[src/rtl/block_liveness_marker_assert.svh]
// Assertion macros used by the liveness marker top level.
`ifndef BLOCK_LIVENESS_MARKER_ASSERT_SVH
`define BLOCK_LIVENESS_MARKER_ASSERT_SVH

// Same-cycle implication, checked on the rising edge of clk outside reset.
`define BLM_ASSERT_NOW(label, ante, cons) \
  label: assert property (@(posedge clk) disable iff (rst) (ante) |-> (cons)) \
    else $error("block_liveness_marker: same-cycle check failed");

// Next-cycle implication, checked on the rising edge of clk outside reset.
`define BLM_ASSERT_NEXT(label, ante, cons) \
  label: assert property (@(posedge clk) disable iff (rst) (ante) |=> (cons)) \
    else $error("block_liveness_marker: next-cycle check failed");

`endif

[src/rtl/blm_pkg.sv]
// Shared types, constants and helpers of the liveness marker.
package blm_pkg;

  // Size of the flag store and the width of its index.
  localparam int NUM_VALUES = 256;
  localparam int IDX_W      = $clog2(NUM_VALUES);
  localparam int ID_W       = 8;

  // Request codes.
  localparam logic [1:0] REQ_ANALYZE = 2'd0;
  localparam logic [1:0] REQ_RESTORE = 2'd1;
  localparam logic [1:0] REQ_SEED    = 2'd2;

  // Operand slots, visited in this order.
  localparam logic [1:0] SLOT_DEST = 2'd0;
  localparam logic [1:0] SLOT_SRC1 = 2'd1;
  localparam logic [1:0] SLOT_SRC2 = 2'd2;
  localparam int         NUM_SLOTS = 3;

  // Flags kept for one value id.
  typedef struct packed {
    logic live;
    logic used;
  } flags_t;

  // Commands from the controller to the datapath.
  typedef struct packed {
    logic       load;
    logic       rd_en;
    logic [1:0] rd_sel;
    logic       cap_en;
    logic [1:0] cap_sel;
    logic       wr_en;
    logic [1:0] wr_sel;
    logic       result;
  } cmd_t;

  // Status from the datapath to the controller.
  typedef struct packed {
    logic start_analyze;
    logic item_analyze;
  } status_t;

  // An id addresses the store only when it lies below its size.
  function automatic logic id_in_range(input logic [ID_W-1:0] id);
    return 32'(id) < NUM_VALUES;
  endfunction

endpackage

[src/rtl/blm_ctrl.sv]
// Controller sequencing the read and write phases of one item.
module blm_ctrl (
  input  logic              clk,
  input  logic              rst,
  input  logic              start,
  input  blm_pkg::status_t  status,
  output blm_pkg::cmd_t     cmd,
  output logic              busy,
  output logic              result_strobe
);
  import blm_pkg::*;

  localparam logic [1:0] S_IDLE  = 2'd0;
  localparam logic [1:0] S_READ  = 2'd1;
  localparam logic [1:0] S_WRITE = 2'd2;

  localparam logic [1:0] LAST_READ  = 2'd3;
  localparam logic [1:0] LAST_WRITE = SLOT_SRC2;

  logic [1:0] state;
  logic [1:0] state_next;
  logic [1:0] cnt;
  logic [1:0] cnt_next;
  logic       result_strobe_next;

  // Next state and command decode.
  always_comb begin
    state_next = state;
    cnt_next   = cnt;
    cmd        = '0;
    case (state)
      S_IDLE: begin
        if (start) begin
          cmd.load = 1'b1;
          cnt_next = 2'd0;
          state_next = status.start_analyze ? S_READ : S_WRITE;
        end
      end
      S_READ: begin
        // Reads issue on counts 0 to 2; the registered data of the previous slot is captured on counts 1 to 3.
        cmd.rd_en   = (cnt != LAST_READ);
        cmd.rd_sel  = cnt;
        cmd.cap_en  = (cnt != 2'd0);
        cmd.cap_sel = cnt - 2'd1;
        if (cnt == LAST_READ) begin
          cnt_next   = 2'd0;
          state_next = S_WRITE;
        end else begin
          cnt_next = cnt + 2'd1;
        end
      end
      S_WRITE: begin
        cmd.wr_en  = 1'b1;
        cmd.wr_sel = cnt;
        cmd.result = (cnt == SLOT_DEST) && status.item_analyze;
        if (cnt == LAST_WRITE) begin
          cnt_next   = 2'd0;
          state_next = S_IDLE;
        end else begin
          cnt_next = cnt + 2'd1;
        end
      end
      default: begin
        state_next = S_IDLE;
        cnt_next   = 2'd0;
      end
    endcase
  end

  assign result_strobe_next = cmd.result;
  assign busy = (state != S_IDLE);

  // Control registers.
  always_ff @(posedge clk) begin
    if (rst) begin
      state         <= S_IDLE;
      cnt           <= 2'd0;
      result_strobe <= 1'b0;
    end else begin
      state         <= state_next;
      cnt           <= cnt_next;
      result_strobe <= result_strobe_next;
    end
  end

endmodule

[src/rtl/blm_dp.sv]
// Datapath: item registers, flag store and update logic.
module blm_dp (
  input  logic                       clk,
  input  logic                       rst,
  input  blm_pkg::cmd_t              cmd,
  output blm_pkg::status_t           status,
  input  logic [1:0]                 req_type,
  input  logic                       is_nop,
  input  logic [blm_pkg::ID_W-1:0]   dest_id,
  input  logic                       dest_present,
  input  logic                       dest_is_source,
  input  logic                       dest_temporary,
  input  logic [blm_pkg::ID_W-1:0]   src1_id,
  input  logic                       src1_present,
  input  logic                       src1_temporary,
  input  logic [blm_pkg::ID_W-1:0]   src2_id,
  input  logic                       src2_present,
  input  logic                       src2_temporary,
  output logic                       dest_live_out,
  output logic                       dest_next_use_out,
  output logic                       src1_live_out,
  output logic                       src1_next_use_out,
  output logic                       src2_live_out,
  output logic                       src2_next_use_out,
  output logic                       discard
);
  import blm_pkg::*;

  // Latched item.
  logic [1:0]      req;
  logic            nop;
  logic            d_src;
  logic [ID_W-1:0] ids  [NUM_SLOTS];
  logic            pres [NUM_SLOTS];
  logic            tmp  [NUM_SLOTS];

  // Flag store with one read and one write port; valid bits give the reset value.
  flags_t                flag_mem [NUM_VALUES];
  logic [NUM_VALUES-1:0] valid;
  flags_t                rd_flags;
  logic                  rd_ok;

  flags_t          old_flags [NUM_SLOTS];
  logic            rng       [NUM_SLOTS];
  logic            wen       [NUM_SLOTS];
  flags_t          wval      [NUM_SLOTS];
  logic            disc;
  logic            is_analyze;
  logic            is_restore;
  logic            is_seed;
  logic            wr_go;
  logic [IDX_W-1:0] rd_idx;
  logic [IDX_W-1:0] wr_idx;
  flags_t          cap_val;

  // Capture the item on acceptance.
  always_ff @(posedge clk) begin
    if (cmd.load) begin
      req             <= req_type;
      nop             <= is_nop;
      d_src           <= dest_is_source;
      ids[SLOT_DEST]  <= dest_id;
      ids[SLOT_SRC1]  <= src1_id;
      ids[SLOT_SRC2]  <= src2_id;
      pres[SLOT_DEST] <= dest_present;
      pres[SLOT_SRC1] <= src1_present;
      pres[SLOT_SRC2] <= src2_present;
      tmp[SLOT_DEST]  <= dest_temporary;
      tmp[SLOT_SRC1]  <= src1_temporary;
      tmp[SLOT_SRC2]  <= src2_temporary;
    end
  end

  assign is_analyze = (req == REQ_ANALYZE);
  assign is_restore = (req == REQ_RESTORE);
  assign is_seed    = (req == REQ_SEED);

  assign status.start_analyze = (req_type == REQ_ANALYZE);
  assign status.item_analyze  = is_analyze;

  always_comb begin
    for (int k = 0; k < NUM_SLOTS; k++) begin
      rng[k] = id_in_range(ids[k]);
    end
  end

  // Store read port, data registered.
  assign rd_idx = IDX_W'(ids[cmd.rd_sel]);

  always_ff @(posedge clk) begin
    if (cmd.rd_en) begin
      rd_flags <= flag_mem[rd_idx];
      rd_ok    <= valid[rd_idx];
    end
  end

  // Old flags of a slot read as zero when absent, out of range, never written or in a nop item.
  assign cap_val = (pres[cmd.cap_sel] && !nop && rng[cmd.cap_sel] && rd_ok) ? rd_flags : '0;

  always_ff @(posedge clk) begin
    if (cmd.cap_en) begin
      old_flags[cmd.cap_sel] <= cap_val;
    end
  end

  // In an analyze item, a written destination that is not also a source and is neither live nor used later is dead.
  assign disc = is_analyze && !nop && pres[SLOT_DEST] && !d_src &&
                !old_flags[SLOT_DEST].live && !old_flags[SLOT_DEST].used;

  // Per-slot write decision and value.
  always_comb begin
    wen[SLOT_DEST] = is_seed ? !tmp[SLOT_DEST] :
                     is_restore ? (pres[SLOT_DEST] && !tmp[SLOT_DEST]) :
                     is_analyze ? (!nop && !disc && pres[SLOT_DEST]) : 1'b0;
    wval[SLOT_DEST].live = is_analyze ? d_src : 1'b1;
    wval[SLOT_DEST].used = is_analyze ? d_src : 1'b0;
    for (int k = 1; k < NUM_SLOTS; k++) begin
      wen[k] = is_restore ? (pres[k] && !tmp[k]) :
               is_analyze ? (!nop && !disc && pres[k]) : 1'b0;
      wval[k].live = 1'b1;
      wval[k].used = is_analyze;
    end
  end

  // Store write port.
  assign wr_go  = cmd.wr_en && wen[cmd.wr_sel] && rng[cmd.wr_sel];
  assign wr_idx = IDX_W'(ids[cmd.wr_sel]);

  always_ff @(posedge clk) begin
    if (wr_go) begin
      flag_mem[wr_idx] <= wval[cmd.wr_sel];
    end
  end

  always_ff @(posedge clk) begin
    if (rst) begin
      valid <= '0;
    end else if (wr_go) begin
      valid[wr_idx] <= 1'b1;
    end
  end

  // Result registers.
  always_ff @(posedge clk) begin
    if (cmd.result) begin
      dest_live_out     <= old_flags[SLOT_DEST].live;
      dest_next_use_out <= old_flags[SLOT_DEST].used;
      src1_live_out     <= old_flags[SLOT_SRC1].live;
      src1_next_use_out <= old_flags[SLOT_SRC1].used;
      src2_live_out     <= old_flags[SLOT_SRC2].live;
      src2_next_use_out <= old_flags[SLOT_SRC2].used;
      discard           <= disc;
    end
  end

endmodule

[src/rtl/block_liveness_marker.sv]
// An analyze item reads the old flags of its slots one by one, then writes the new flags;
// restore and seed items only write. The flag store's single read port and single
// write port make the slots go one after another; a new item is taken only when idle.
// Restore and seed give no result; the receiver cannot stall the result strobe.
// Reset (rst, synchronous) clears the controller and all valid bits of the flag
// store, so every value reads as not live and not used afterwards.
`include "block_liveness_marker_assert.svh"

module block_liveness_marker (
  input  logic                     clk,
  input  logic                     rst,
  input  logic                     start,
  output logic                     busy,
  input  logic [1:0]               req_type,
  input  logic                     is_nop,
  input  logic [blm_pkg::ID_W-1:0] dest_id,
  input  logic                     dest_present,
  input  logic                     dest_is_source,
  input  logic                     dest_temporary,
  input  logic [blm_pkg::ID_W-1:0] src1_id,
  input  logic                     src1_present,
  input  logic                     src1_temporary,
  input  logic [blm_pkg::ID_W-1:0] src2_id,
  input  logic                     src2_present,
  input  logic                     src2_temporary,
  output logic                     result_strobe,
  output logic                     dest_live_out,
  output logic                     dest_next_use_out,
  output logic                     src1_live_out,
  output logic                     src1_next_use_out,
  output logic                     src2_live_out,
  output logic                     src2_next_use_out,
  output logic                     discard
);
  import blm_pkg::*;

  cmd_t    cmd;
  status_t status;

  // Sequencer.
  blm_ctrl u_ctrl (
    .clk           (clk),
    .rst           (rst),
    .start         (start),
    .status        (status),
    .cmd           (cmd),
    .busy          (busy),
    .result_strobe (result_strobe)
  );

  // Flag store and update logic.
  blm_dp u_dp (
    .clk               (clk),
    .rst               (rst),
    .cmd               (cmd),
    .status            (status),
    .req_type          (req_type),
    .is_nop            (is_nop),
    .dest_id           (dest_id),
    .dest_present      (dest_present),
    .dest_is_source    (dest_is_source),
    .dest_temporary    (dest_temporary),
    .src1_id           (src1_id),
    .src1_present      (src1_present),
    .src1_temporary    (src1_temporary),
    .src2_id           (src2_id),
    .src2_present      (src2_present),
    .src2_temporary    (src2_temporary),
    .dest_live_out     (dest_live_out),
    .dest_next_use_out (dest_next_use_out),
    .src1_live_out     (src1_live_out),
    .src1_next_use_out (src1_next_use_out),
    .src2_live_out     (src2_live_out),
    .src2_next_use_out (src2_next_use_out),
    .discard           (discard)
  );

  // A result only appears while an item is still being worked on.
  `BLM_ASSERT_NOW(a_strobe_busy, result_strobe, busy)
  // An accepted item keeps the block busy in the next cycle.
  `BLM_ASSERT_NEXT(a_accept_busy, start && !busy, busy)
  // Each item gives at most a single-cycle result strobe.
  `BLM_ASSERT_NEXT(a_strobe_single, result_strobe, !result_strobe)
  // A discarded instruction had a destination with both flags clear.
  `BLM_ASSERT_NOW(a_discard_dead, result_strobe && discard, !dest_live_out && !dest_next_use_out)

endmodule
[config.mk]
export PLATFORM = sky130hd
export DESIGN_NAME = block_liveness_marker
export DESIGN_NICKNAME = d
export VERILOG_FILES = /design/src/rtl/blm_pkg.sv /design/src/rtl/blm_ctrl.sv /design/src/rtl/blm_dp.sv /design/src/rtl/block_liveness_marker.sv
export VERILOG_INCLUDE_DIRS = /design/src /design/src/rtl
export SDC_FILE = /design/constraint.sdc
export NUM_CORES = 1
export LEC_CHECK = 0
export ABC_AREA = 1
export BUFFER_PORTS_ARGS = -buffer_cell sky130_fd_sc_hd__buf_4
export CAP_MARGIN = 10
export CORE_UTILIZATION = 45
export DETAILED_ROUTE_END_ITERATION = 6
export PLACE_DENSITY = 0.58
export SLEW_MARGIN = 30
export SYNTH_ARGS = -nofsm -noshare
export SYNTH_HDL_FRONTEND = slang
export SYNTH_HIERARCHICAL = 1
export SYNTH_SLANG_ARGS = --single-unit
[constraint.sdc]
create_clock -name clk -period 13 [get_ports clk]
set_input_delay 1.3 -clock clk [delete_from_list [all_inputs] [get_ports clk]]
set_output_delay 1.3 -clock clk [all_outputs]
set_load 0.02 [all_outputs]
==> impl_metrics.ini, run 1 <==
[worst_hold_path]
hold_path_class = reg -> reg
holdPathStages = 0
holdCritStartpoint = u_dp/old_flags[2][1]$_DFFE_PP_

[drt]
drtPass1Iterations = 7
avgRoutedWirePerCell_microns = 20.0
ant_nets = 0
drt_wl_total_microns = 120000
via_count = 32300
drt-vias-per-instance = 5.39
drc = 1
drt_iter0_markers = 3228

[global_routing]
gr-usage-all-layers = 0.264
first_global_vias = 29900
antenna_found_initial = 2
overflow = 0
grt_max_degree = 197
grt_pass1_wl_microns = 181000

[placed_design]
port_buffers = 45
gp_congestion = 0.824
dp_hpwl_microns = 65000

[worst_setup_path]
crit_top_cell = nand2_1
worstPathMaxFanout = 142
crit_path_end_kind = register
worstSetupPathType = reg -> reg
critPathRequiredTime_ps = 13330
cp.arrival_ps = 6030
reg2reg_depth = 15
cp-start-kind = register
path_cells = inv_1 -> ha_1 -> buf_4 -> nand2_1 -> inv_1 -> inv_2 -> nand4_1 -> nand2_1 -> nand2_1 -> nand2_2 -> nand2_8 -> inv_8 -> buf_12 -> nand2_1 -> nor2_1
slowest_stage = nand2_1
rr_startpoint = u_ctrl/state[0]$_SDFFE_PP0P_
startpoint = u_ctrl/state[0]$_SDFFE_PP0P_
critPathMaxStageDelay_ps = 770

[layout]
fin_nets = 4793
num_antenna_cells = 0
final_common_cell = nand2_1
layout_common_cells = nand2_1 (1282), nand3_1 (759), inv_1 (696)
syn2layout_area_growth_pct = 9.22
drive_above_1_share = 0.0682

[yosys]
yosys.area_share.xor_xnor = 0
synth_compound_area_frac = 0.0745
synth_top_cell_area_share = 0.421
synthSimpleGateAreaFrac = 0.260
yosys-top-cells-area = edfxtp_1 (42%), dfxtp_1 (13%), nand2_1 (12%)
yosys.area.top_type = edfxtp_1
synth-adder-area-share = 0.00250
synth.area.mux_share = 0
syn_inst = 4906
ys_seq_area_frac = 0.552
synth_top_family_by_area = simple AND/OR/NAND/NOR gates
syn_nets = 4951
ys_ff_latch = 823
synth_cell_types = 30
postSynthAreaPerCell_sq_um = 8.16
netlist_area_sq_um = 40000
yosys_warnings = 6

[timing]
rsz0062_at_grt = no
finalCriticalPeriod_ps = 5700
final_max_slew_viol_count = 0
min_period_over_period = 0.438
tightest_slew_ps = 1050
max-slew-margin-rel = 0.301
fmax_mhz = 175
hold_slack_ps = 420
finalSetupViolCount = 0
finalSetupTns_ps = 0
skew_ps = 20.7
hold_viol = 0

[clock_network]
postCtsSetupBuffers = 0
cts_tree = built
ctsHoldBuffers = 0
cts_sinks = 823
numCtsBuffers = 91
cts_max_path_buffers = 3
clkTransAtPathRegs_ps = 60
htree_levels = 3
clock_latency_ps = 660
cts_resized = 0
root_buffer = clkbuf_16

[status]
outcome = complete, but fails checks
violations = DRC

[die]
die_y_microns = 300
die_w_microns = 300
fp-row-count = 109
start_util = 0.454
ioPinCount = 46
coreArea_sq_um = 88200
die_area_sq_um = 90200

[power]
powerDensity_nw_per_um2 = 145
vdd_drop_max_mv = 0.102
p_leak_nw = 16.8

[job]
cap_violations = 0
## routing by layer
layer	track usage	wire length (microns)	vias to the layer above
met2	0.431	55600	1128
met4	0.0814	3560	0
met5	0	0	-
met1	0.364	51700	15500
met3	0.0334	8660	202
li1	-	-	15500
## cell usage after synthesis
master / n
nand2_1: 1295
nand3_1: 760
inv_1: 698
edfxtp_1: 562
nor2_1: 274
a21oi_1: 272
dfxtp_1: 261
buf_2: 169
o21ai_0: 151
clkbuf_1: 110
o21ai_1: 104
buf_4: 42
nand3b_1: 42
inv_2: 38
o211ai_1: 31
nor2_2: 17
buf_1: 16
nand4_1: 11
ha_1: 8
nand2_2: 8
o21ai_2: 6
and2_1: 5
buf_6: 5
nand3_2: 5
nor2_4: 4
nor3_1: 4
o211ai_2: 4
or2_2: 2
nand4_2: 1
o2111ai_1: 1
## registers in the layout, indices dropped and copies added (netlist names), 2 cells and up
signal	cells
u_dp/req	2
u_dp/ids	24
u_ctrl/cnt	2
u_dp/pres	3
u_ctrl/state	2
u_dp/tmp	3
u_dp/old_flags	6
u_dp/valid	256
u_dp/rd_flags	2
u_dp/flag_mem	512
## area by class of cell
class | instances | area [sq um]
Tap cell | 1165 | 1460
Clock buffer | 124 | 2530
Fill cell | 8411 | 44500
Inverter | 736 | 2790
Timing Repair Buffer | 91 | 746
Sequential cell | 823 | 22100
Clock inverter | 48 | 513
Multi-Input combinational cell | 3005 | 13600
## worst max-delay path, delay by kind of cell (launching register included)
kind,cells,cell delay (ps)
simple gates,8,2540
buf+inv,6,1980
flops,1,390
fa+ha+maj,1,250
## metrics by stage
step                cell area [sq um]  instances  worst slack (ps)  utilization  total power [mW]
finish                          43700       5992              7300        0.496              6.32
global route                    43700       5992              6970        0.496              6.53
CTS                             43700       5992              7330        0.495              6.36
detailed placement              40700       5820              7270        0.461              3.75
global placement                40600       5819              7370        0.461              3.74
floorplan                       40000       4906              3410            -              3.46
## where the power goes
| part | switching [mW] | internal (mW) | total (mW) |
|---|---|---|---|
| Combinational | 0.668 | 0.189 | 0.856 |
| Clock | 1.06 | 1.56 | 2.62 |
| Sequential | 0.0104 | 2.83 | 2.84 |
## cell families after synthesis
logic type,after synthesis
AO/OA/AOI/OAI,569
adder cells (fa/ha/maj),8
buffers and inverters,1078
flip-flops,823
AND/OR/NAND/NOR,2428
## worst paths after layout
path,slack (ps),end
min reg2reg,420,u_dp/src2_live_out$_DFFE_PP_
min,420,u_dp/src2_live_out$_DFFE_PP_
max,7300,u_dp/flag_mem[96][1]$_DFFE_PP_
max reg2reg,7300,u_dp/flag_mem[96][1]$_DFFE_PP_
Power figures use the tool's default switching activity.
==> inputs of run 2 (changes only) <==
- PLACE_DENSITY: 0.58 -> 0.6
- clock period: 13 -> 4.7 ns (I/O delays scaled with it)
==> impl_metrics.ini, run 2 (synthesized netlist as in run 1, its figures left out) <==
[worst_setup_path]
cp-start-kind = register
reg2reg_depth = 14
startpoint = u_ctrl/state[1]$_SDFFE_PP0P_
critPathRequiredTime_ps = 5200
cp-endpoint = u_dp/rd_flags[0]$_DFFE_PP_
cp.arrival_ps = 4340
timing.rr.end = u_dp/rd_flags[0]$_DFFE_PP_
rr_startpoint = u_ctrl/state[1]$_SDFFE_PP0P_
crit_path_end_kind = register
slowest_stage = buf_4
path_cells = inv_1 -> ha_1 -> nand2_1 -> inv_1 -> a21oi_1 -> o21ai_0 -> and2_2 -> buf_4 -> nand3_1 -> nand3_1 -> nand3_1 -> nand3_1 -> nand3_1 -> nand2_1
crit_top_cell = nand3_1
reg2reg_slack_ps = 860
worstPathMaxFanout = 35
critPathBufInv = 3
critPathMaxStageDelay_ps = 640
worstSetupPathType = reg -> reg
path_delay_family = simple AND/OR/NAND/NOR gates
worst-path-stages = 14

[worst_hold_path]
hold_path_class = in -> reg
holdPathStages = 4

[global_routing]
first_global_vias = 30200
antenna_found_initial = 0
grt_max_degree = 199
grt_pass1_wl_microns = 180000
gr-usage-all-layers = 0.261
overflow = 0

[timing]
max-slew-margin-rel = 0.272
hold_viol = 0
rsz0062_at_grt = no
skew_ps = 21.7
min_period_over_period = 0.816
fmax_mhz = 261
tightest_slew_ps = 1090
finalSetupViolCount = 0
finalCriticalPeriod_ps = 3840
finalSetupTns_ps = 0
final_max_slew_viol_count = 0
layout_setup_ws_ps = 864
hold_slack_ps = 125

[power]
power.total_mw = 17.4
powerDensity_nw_per_um2 = 392
vdd_drop_max_mv = 0.302
p_leak_nw = 17.1

[clock_network]
cts_resized = 0
clkTransAtPathRegs_ps = 60
clock_latency_ps = 650
cts_tree = built
cts_sinks = 823
numCtsBuffers = 90
cts_max_path_buffers = 3
htree_levels = 3
root_buffer = clkbuf_16

[layout]
largest_register = u_dp/flag_mem
final_cell_area_sq_um = 44400
largest_reg_flops = 512
drive_above_1_share = 0.0713
fin_nets = 4856
final_core_utilization = 0.503
layout_common_cells = nand2_1 (1281), nand3_1 (759), inv_1 (696)
final_common_cell = nand2_1
num_antenna_cells = 0
syn2layout_area_growth_pct = 10.9
finalNonFillerCells = 6049
top_regs = u_dp/flag_mem x512, u_dp/valid x256, u_dp/ids x24

[job]
cap_violations = 0

[placed_design]
port_buffers = 45
dp_hpwl_microns = 65600
dp_slack_ps = 894
placed_area_sq_um = 41100
dp.cells = 5850
gp_congestion = 0.832

[die]
ioPinCount = 46
die_w_microns = 300
fp-row-count = 109
die_area_sq_um = 90200
coreArea_sq_um = 88200
die_y_microns = 300
start_util = 0.454

[drt]
drc = 0
ant_nets = 0
drt_iter0_markers = 3449
via_count = 32500
drtPass1Iterations = 6
drt-vias-per-instance = 5.38
avgRoutedWirePerCell_microns = 19.7
drt_wl_total_microns = 119000

[status]
outcome = finished clean
[run 2: cell types whose count changed in the layout (fill, tap and decap cells not counted), moves of 2 or more]
cell and delta:
bufinv_16 -2, inv_2 +2, clkbuf_16 -4, buf_4 +15, clkinv_1 -2, clkbuf_1 +7
buf_6 -3, clkbuf_8 +4, dlygate4sd3_1 +34, buf_12 +19, clkinvlp_4 +2, clkinv_2 -14
[run 2: layout make-up]
type | count | area (sq um)
Multi-Input combinational cell | 3005 | 13600
Inverter | 736 | 2790
Tap cell | 1165 | 1460
Fill cell | 8441 | 43800
Sequential cell | 823 | 22100
Timing Repair Buffer | 155 | 1520
Clock buffer | 131 | 2520
Clock inverter | 34 | 418
[run 2: power by group]
group          internal (mW)  total (mW)  switching (mW)
Combinational          0.598        2.47            1.87
Clock                   4.16        7.06            2.91
Sequential              7.84        7.86          0.0265
[run 2: repair_timing]
| action | CTS | global route |
|---|---|---|
| setup buffers | 0 | 0 |
| endpoints found under the hold margin | 34 | 0 |
| hold buffers | 34 | 0 |
[run 2: metal layers]
layer	wire (microns)	GRT usage	part of all wire
met1	49900	0.350	0.42
met2	56600	0.434	0.47
met3	9000	0.0384	0.075
met4	3710	0.0870	0.031
met5	0	0	0
[run 2: worst min path at each step]
stage / startpoint / to / slack [ps]
after CTS: start / u_ctrl/cnt[0]$_SDFFE_PP0P_ / 90
final: start / u_ctrl/cnt[1]$_SDFFE_PP0P_ / 120
after global placement: u_dp/old_flags[1][0]$_DFFE_PP_ / u_dp/src1_next_use_out$_DFFE_PP_ / 400
after global routing: start / u_ctrl/cnt[1]$_SDFFE_PP0P_ / 110
after detailed placement: u_dp/old_flags[1][1]$_DFFE_PP_ / u_dp/src1_live_out$_DFFE_PP_ / 410
after floorplan: u_dp/old_flags[1][1]$_DFFE_PP_ / u_dp/src1_live_out$_DFFE_PP_ / 400
[run 2: tightest hold or removal path, delay by kind of cell]
kind	cells	cell delay, ps
buffers and inverters	1	100
and+or+nand+nor	2	100
AOI/OAI and AO/OA	1	60
